`config.mk`:
```
export PLATFORM = sky130hd
export DESIGN_NAME = wppq_div
export DESIGN_NICKNAME = d
export VERILOG_FILES = /design/src/hw/rtl/wppq_pkg.sv /design/src/hw/rtl/wppq_div.sv
export SDC_FILE = /design/constraint.sdc
export NUM_CORES = 1
export LEC_CHECK = 0
export BUFFER_PORTS_ARGS = -buffer_cell sky130_fd_sc_hd__buf_2
export CAP_MARGIN = 20
export CORE_ASPECT_RATIO = 0.9
export CORE_MARGIN = 2
export CORE_UTILIZATION = 40
export CTS_CLUSTER_SIZE = 12
export DETAILED_ROUTE_END_ITERATION = 8
export REMOVE_ABC_BUFFERS = 1
export SLEW_MARGIN = 20
export SYNTH_ARGS = -nofsm -noshare
export SYNTH_HDL_FRONTEND = slang
export SYNTH_SLANG_ARGS = --single-unit
```
`constraint.sdc`:
```
create_clock -name clk -period 3.46 [get_ports clk]
set_clock_uncertainty 0.15 [all_clocks]
set_input_delay 0.519 -clock clk [delete_from_list [all_inputs] [get_ports clk]]
set_output_delay 0.519 -clock clk [all_outputs]
set_load 0.01 [all_outputs]
```
`src/hw/rtl/wppq_pkg.sv`:
```
// ----------------------------------------------------------------------------
// Window peak picker package
// Shared constants, types and the sequencer state encoding.
// ----------------------------------------------------------------------------
package wppq_pkg;

	localparam int unsigned MaxPoints     = 1024;
	localparam int unsigned MzW           = 32;
	localparam int unsigned StepW         = 16;
	localparam logic [15:0] GridStepReset = 16'd6554;

	localparam logic CmdLoad  = 1'b0;
	localparam logic CmdQuery = 1'b1;

	typedef enum logic [3:0] {
		ST_IDLE,
		ST_RD,
		ST_SCAN,
		ST_NB_RD0,
		ST_NB_RD1,
		ST_NB_RD2,
		ST_NB_EVAL,
		ST_MUL,
		ST_DIV,
		ST_FIN,
		ST_OUT
	} state_t;

	// Divider handshake between the top level and the serial divider.
	typedef struct packed {
		logic start;
	} div_ctl_t;

	typedef struct packed {
		logic busy;
		logic done;
	} div_sts_t;

endpackage

```
`src/hw/rtl/wppq_div.sv`:
```
// ----------------------------------------------------------------------------
// Serial rounding divider
// Restoring division, one quotient bit per cycle, of a 49-bit magnitude by a
// 35-bit magnitude, giving floor((2*num + den) / (2*den)).
// ----------------------------------------------------------------------------
module wppq_div (
	input  logic                 clk,
	input  logic                 arst_n,
	input  wppq_pkg::div_ctl_t   ctl,
	input  logic [48:0]          num,
	input  logic [34:0]          den,
	output wppq_pkg::div_sts_t   sts,
	output logic [49:0]          quot
);

	localparam int unsigned NW = 51;
	localparam int unsigned DW = 36;

	logic [NW-1:0] dividend_q;
	logic [DW:0]   rem_q;
	logic [DW-1:0] divisor_q;
	logic [5:0]    cnt_q;
	logic          busy_q;
	logic          done_q;
	logic [DW:0]   trial;
	logic [DW:0]   shifted;

	assign shifted = {rem_q[DW-1:0], dividend_q[NW-1]};
	assign trial   = shifted - {1'b0, divisor_q};

	always_ff @(posedge clk or negedge arst_n) begin
		if (!arst_n) begin
			busy_q <= 1'b0;
			done_q <= 1'b0;
			cnt_q  <= '0;
		end else begin
			done_q <= 1'b0;
			if (ctl.start) begin
				busy_q <= 1'b1;
				cnt_q  <= 6'(NW);
			end else if (busy_q) begin
				cnt_q <= cnt_q - 6'd1;
				if (cnt_q == 6'd1) begin
					busy_q <= 1'b0;
					done_q <= 1'b1;
				end
			end
		end
	end

	always_ff @(posedge clk) begin
		if (ctl.start) begin
			// Numerator 2*|n| + |2d|, divisor 2*|2d|.
			dividend_q <= {1'b0, num, 1'b0} + NW'(den);
			divisor_q  <= {den, 1'b0};
			rem_q      <= '0;
		end else if (busy_q) begin
			if (!trial[DW]) begin
				rem_q      <= trial;
				dividend_q <= {dividend_q[NW-2:0], 1'b1};
			end else begin
				rem_q      <= shifted;
				dividend_q <= {dividend_q[NW-2:0], 1'b0};
			end
		end
	end

	assign sts.busy = busy_q;
	assign sts.done = done_q;
	assign quot     = dividend_q[49:0];

endmodule

```
# Yosys cells after proc, flatten, opt, wreduce, memory -nomap -nowiden
# Cells that the tools add are included.
[op_classes]
eq_ne = 1
n_mux = 12
n_reduce_logical = 1
n_addsub = 3
[ops]
columns = ["cell", "n"]
rows = [
  ["51-bit two-way mux", 2],
  ["50-bit by 35-bit adder with 51-bit output", 1],
  ["37-bit by 36-bit subtractor with 37-bit output", 1],
  ["36-bit two-way mux", 1],
  ["6-bit two-way mux", 2],
  ["1-bit two-way mux", 7],
  ["6-bit by 1-bit == test with 1-bit output (second input constant)", 1],
  ["6-bit by 1-bit subtractor with 6-bit output (second input constant)", 1],
  ["2-bit nonzero test", 1],
]
[word_totals]
reg_bits = 130
in_bits = 87
out_inout_bits = 52

# Longest topological paths before layout
[depth]
word_depth = 4
ltp_mapped = 14
mapped_depth_nobuf = 13

# Worst setup path before layout
# No wires, ideal clock.
[synth_timing]
kind = "input to register"
startpoint = "in num[17]"
endpoint = "reg dividend_q[33], data pin"
arrival_time_ns = 2.822
slack_ns = 0.228
path_stages = 10
t_required_ns = 3.050
path_cell_list = "ha_1 > a211oi_1 > o211ai_1 > a221o_1 > a221o_1 > a31oi_1 > and2_1 > o31ai_1 > xnor2_1 > mux2_2"
[synth_via]
elab_chain_len = 2
[synth_lines]
columns = ["item", "line", "rtl"]
rows = [
  ["start: declaration", "wppq_div.sv:10", "input logic [48:0] num,"],
  ["50-bit by 35-bit adder with 51-bit output", "wppq_div.sv:54", "dividend_q <= {1'b0, num, 1'b0} + NW'(den);"],
  ["51-bit two-way mux", "wppq_div.sv:52", "if (ctl.start) begin"],
  ["end signal: assignment", "wppq_div.sv:54", ""],
  ["end signal: assignment", "wppq_div.sv:60", "dividend_q <= {dividend_q[NW-2:0], 1'b1};"],
  ["end signal: assignment", "wppq_div.sv:63", "dividend_q <= {dividend_q[NW-2:0], 1'b0};"],
  ["end: declaration", "wppq_div.sv:19", "logic [NW-1:0] dividend_q;"],
]
# No other way between the ends.
# A chain may end at the register's enable or synchronous reset.

# Final worst setup path
[layout_timing]
startpoint = "reg rem_q[0]"
endpoint = "reg rem_q[31]"
[layout_via]
elab_chain_len = 2
[layout_lines]
columns = ["item", "line", "rtl"]
rows = [
  ["start: declaration", "wppq_div.sv:20", "logic [DW:0] rem_q;"],
  ["start signal: assignment", "wppq_div.sv:59", "rem_q <= trial;"],
  ["start signal: assignment", "wppq_div.sv:62", "rem_q <= shifted;"],
  ["37-bit by 36-bit subtractor with 37-bit output", "wppq_div.sv:29", "assign trial = shifted - {1'b0, divisor_q};"],
  ["36-bit two-way mux", "wppq_div.sv:58", "if (!trial[DW]) begin"],
]
# No other way between the ends.

==> summary.md <==
| Metric | Value |
|---|---|
| Outcome | `finished clean` |
| Synth warn | `0` |
| Most common cell in the netlist | `a21oi_1` |
| Post-route cell area | `11300 sq um` |
| Placed instance count | `1455` |
| Min Tclk post-route | `3.295 ns` |
| Setup_tns | `0 ns` |
| Post-synthesis sequential area ratio | `36.45%` |
| Via count | `8105` |
| Number of clock sinks | `130` |
| Initial DRC Count | `628` |
| Crit Path Category | `flop to flop` |
| Synth cell types | `69` |
| VDD IR max | `0.2370 mV` |
| Placer congestion estimate | `0.9223` |
| CTS tree | `yes` |
| Hold Path End | `divisor_q[1]` |
| Crit path arrival time | `3.48 ns` |
| Drt drc | `0` |
| Main flop type after synthesis | `edfxtp_1` |
| Root buf cell | `clkbuf_16` |
| Synth Register Bits | `130` |
| Fmax | `303.5 MHz` |
| Core area | `23480 sq um` |
| Crit Path Max Fanout | `3` |
| Nets@finish | `1335` |
| I/O pins | `139` |
| Row cnt | `53` |
| Pins Over Slew Limit | `0` |
| Cell area power density | `557.2 nW/um^2` |
| Area leader, netlist | `edfxtp_1` |
| Crit-path leading delay family | `compound AO/OA/AOI/OAI gates` |
| Share of cells above drive strength 1 | `23.23%` |
| WP data required | `3.65 ns` |
| Final hold vios | `0` |
| Unrepaired setup endpoints after global routing | `false` |
| First-pass DRT Iterations | `5` |
| Hold path depth | `1` |
| DIE WIDTH | `167.4 um` |
| Async set-reset flop share out of synthesis | `6.154%` |
| FF-to-FF setup slack | `0.16 ns` |
| Die area | `25280 sq um` |
| Clock slew at reported path FFs | `0.06 ns` |
| Worst R2R Path Depth | `13` |
| Leakage | `5.145 nW` |
| Crit start category | `flop` |
| Gr busiest metal | `met2` |
| Max H-tree Level | `4` |
| Fin util | `48.15%` |
| Remaining Overflow, GRT | `0` |
| Mapped Cells | `1042` |
| Slew HR | `49.77%` |
| Num CTS Buffers | `17` |
| CP max-delay cell | `o41a_2` |
| Max clock buf depth | `2` |
| Vias in the first global route | `7686` |
| Min-delay src | `den[0]` |
| Starting Density | `40.94%` |
| Synth top area share | `26.87%` |
| Synth top area cells | `edfxtp_1 (27%), ha_1 (9.2%), dfxtp_1 (7.5%)` |
| Latest clock arrival within the worst-skew pair | `0.42 ns` |
| ANT nets after route | `0` |
| Post-Syn Area per Cell | `9.223 sq um` |
| Least-Margin Pin Slew | `0.7534 ns` |
| Total Wirelength | `24820 um` |
| Max cap viols | `0` |
| Avg WL per Cell | `16.61 um` |
| Antenna violations before repair | `3` |
| Area delta synth->final | `17.60%` |
| M1 GR Usage | `28.05%` |
| Post-synth EDFFs | `86` |
| Die H | `151.1 um` |
| Crit Reg-Reg Startpoint | `rem_q[0]` |
| Post-DP Area | `10650 sq um` |
| # setup viols final | `0` |
| Tot GR Track Use | `19.67%` |
| Final Non-Filler Cells | `1494` |
| HPWL Detailed | `18480 um` |
| CP Cell Sequence | `inv_1 > ha_1 > inv_1 > fa_1 > a21o_1 > a221oi_2 > a211oi_1 > a21oi_2 > o211a_1 > o41a_2 > mux2i_1 > a2111o_1 > a211oi_1` |
| Crit share post-route | `95.23%` |
| Met2 usage | `29.96%` |
| Post-Syn Area | `9610 sq um` |
| Worst Setup End Kind | `flop` |
| Via-to-Cell Ratio | `5.425` |
| Met3 Use GR | `3.528%` |
| Critical path buffers and inverters | `2` |
| Reg2reg end | `rem_q[31]` |
| Buffers on Ports | `138` |
| Most common library cells after synthesis | `a21oi_1 (92), nor2_1 (91), edfxtp_1 (86), ha_1 (71), nand2_1 (67)` |
| Slowest Stage Delay on Critical Path | `0.50 ns` |
| Pin count of the biggest net entering global routing | `139` |
| First-pass GRT wire length | `39650 um` |
| Worst min path class | `input pin to flop` |
## layout by cell type, fill, tap and decap left out, types with 15 or more instances in the layout
master     count
nand2_1       66
buf_4         66
a21oi_1       92
buf_2        137
o21ai_0       49
clkbuf_16     17
a21o_1        38
mux2_2        26
inv_1         54
nand3_1       20
xor2_1        29
edfxtp_1      86
xnor2_1       39
dfxtp_1       36
a211oi_1      39
and3_1        15
ha_1          71
a31oi_1       15
nor2_1        91
## flip-flops by register name, summed over array words and instances (netlist names)
register / flops
dividend_q: 51
cnt_q: 6
rem_q: 36
done_q: 1
busy_q: 1
divisor_q: 35
## worst max path at each step
stage | startpoint | endpoint | slack [ns] | depth (start not counted)
floorplan | divisor_q[9] | rem_q[3] | -0.50 | 10
finish | rem_q[0] | rem_q[31] | 0.16 | 13
CTS | rem_q[0] | rem_q[31] | 0.14 | 13
global route | rem_q[0] | rem_q[21] | 0.005 | 14
detailed placement | num[0] | dividend_q[22] | -0.15 | 13
global placement | num[0] | dividend_q[22] | -0.16 | 13
## routing by layer
layer	routed length, um	vias to the layer above
met1	12310	3826
met4	540	0
li1	-	4075
met2	10990	166
met5	0	-
met3	980	38
## final cells by class
type | instances | area (sq um)
Multi-Input combinational cell | 765 | 5340
Antenna cell | 4 | 10.01
Inverter | 54 | 202.7
Tap cell | 302 | 377.9
Sequential cell | 130 | 3505
Clock inverter | 15 | 190.2
Clock buffer | 17 | 425.4
Fill cell | 2307 | 12170
Timing Repair Buffer | 207 | 1251
## report_power, final
group	total, W	internal [W]	switching (W)
clock	0.00193	0.00120	0.000734
combinational	0.00226	0.00103	0.00124
sequential	0.00210	0.00194	0.000155
total	0.00630	0.00417	0.00213
## per-stage QoR
step / setup slack, ns / power [W] / hold slack (ns)
6_report: 0.1649 / 0.006297 / 0.1406
5_1_grt: 0.005346 / 0.006675 / 0.1270
4_1_cts: 0.1446 / 0.006317 / 0.1284
3_5_place_dp: -0.1479 / 0.004364 / 0.2335
3_3_place_gp: -0.1574 / 0.004352 / 0.2300
2_1_floorplan: -0.5017 / 0.003638 / 0.07341
## timing repair
item,4_1_cts,5_1_grt
resized for setup,0,2
endpoints found under the hold margin,8,0
hold buffers,1,0
endpoints found under the setup margin,0,10
setup buffers,0,2
## cell families (layout without fill, tap and decap cells)
group                      Yosys count  after routing  synth area share [%]
muxes                               40             40                 4.505
buffers and inverters              147            293                 8.072
adders and majority gates           73             73                 9.660
and+or+nand+nor                    266            266                 12.95
xor gates and xnor gates            68             68                 6.197
other                                0              4                     0
AOI/OAI and AO/OA                  318            318                 22.16
DFF                                130            130                 36.45
Power figures use the tool's default switching activity.
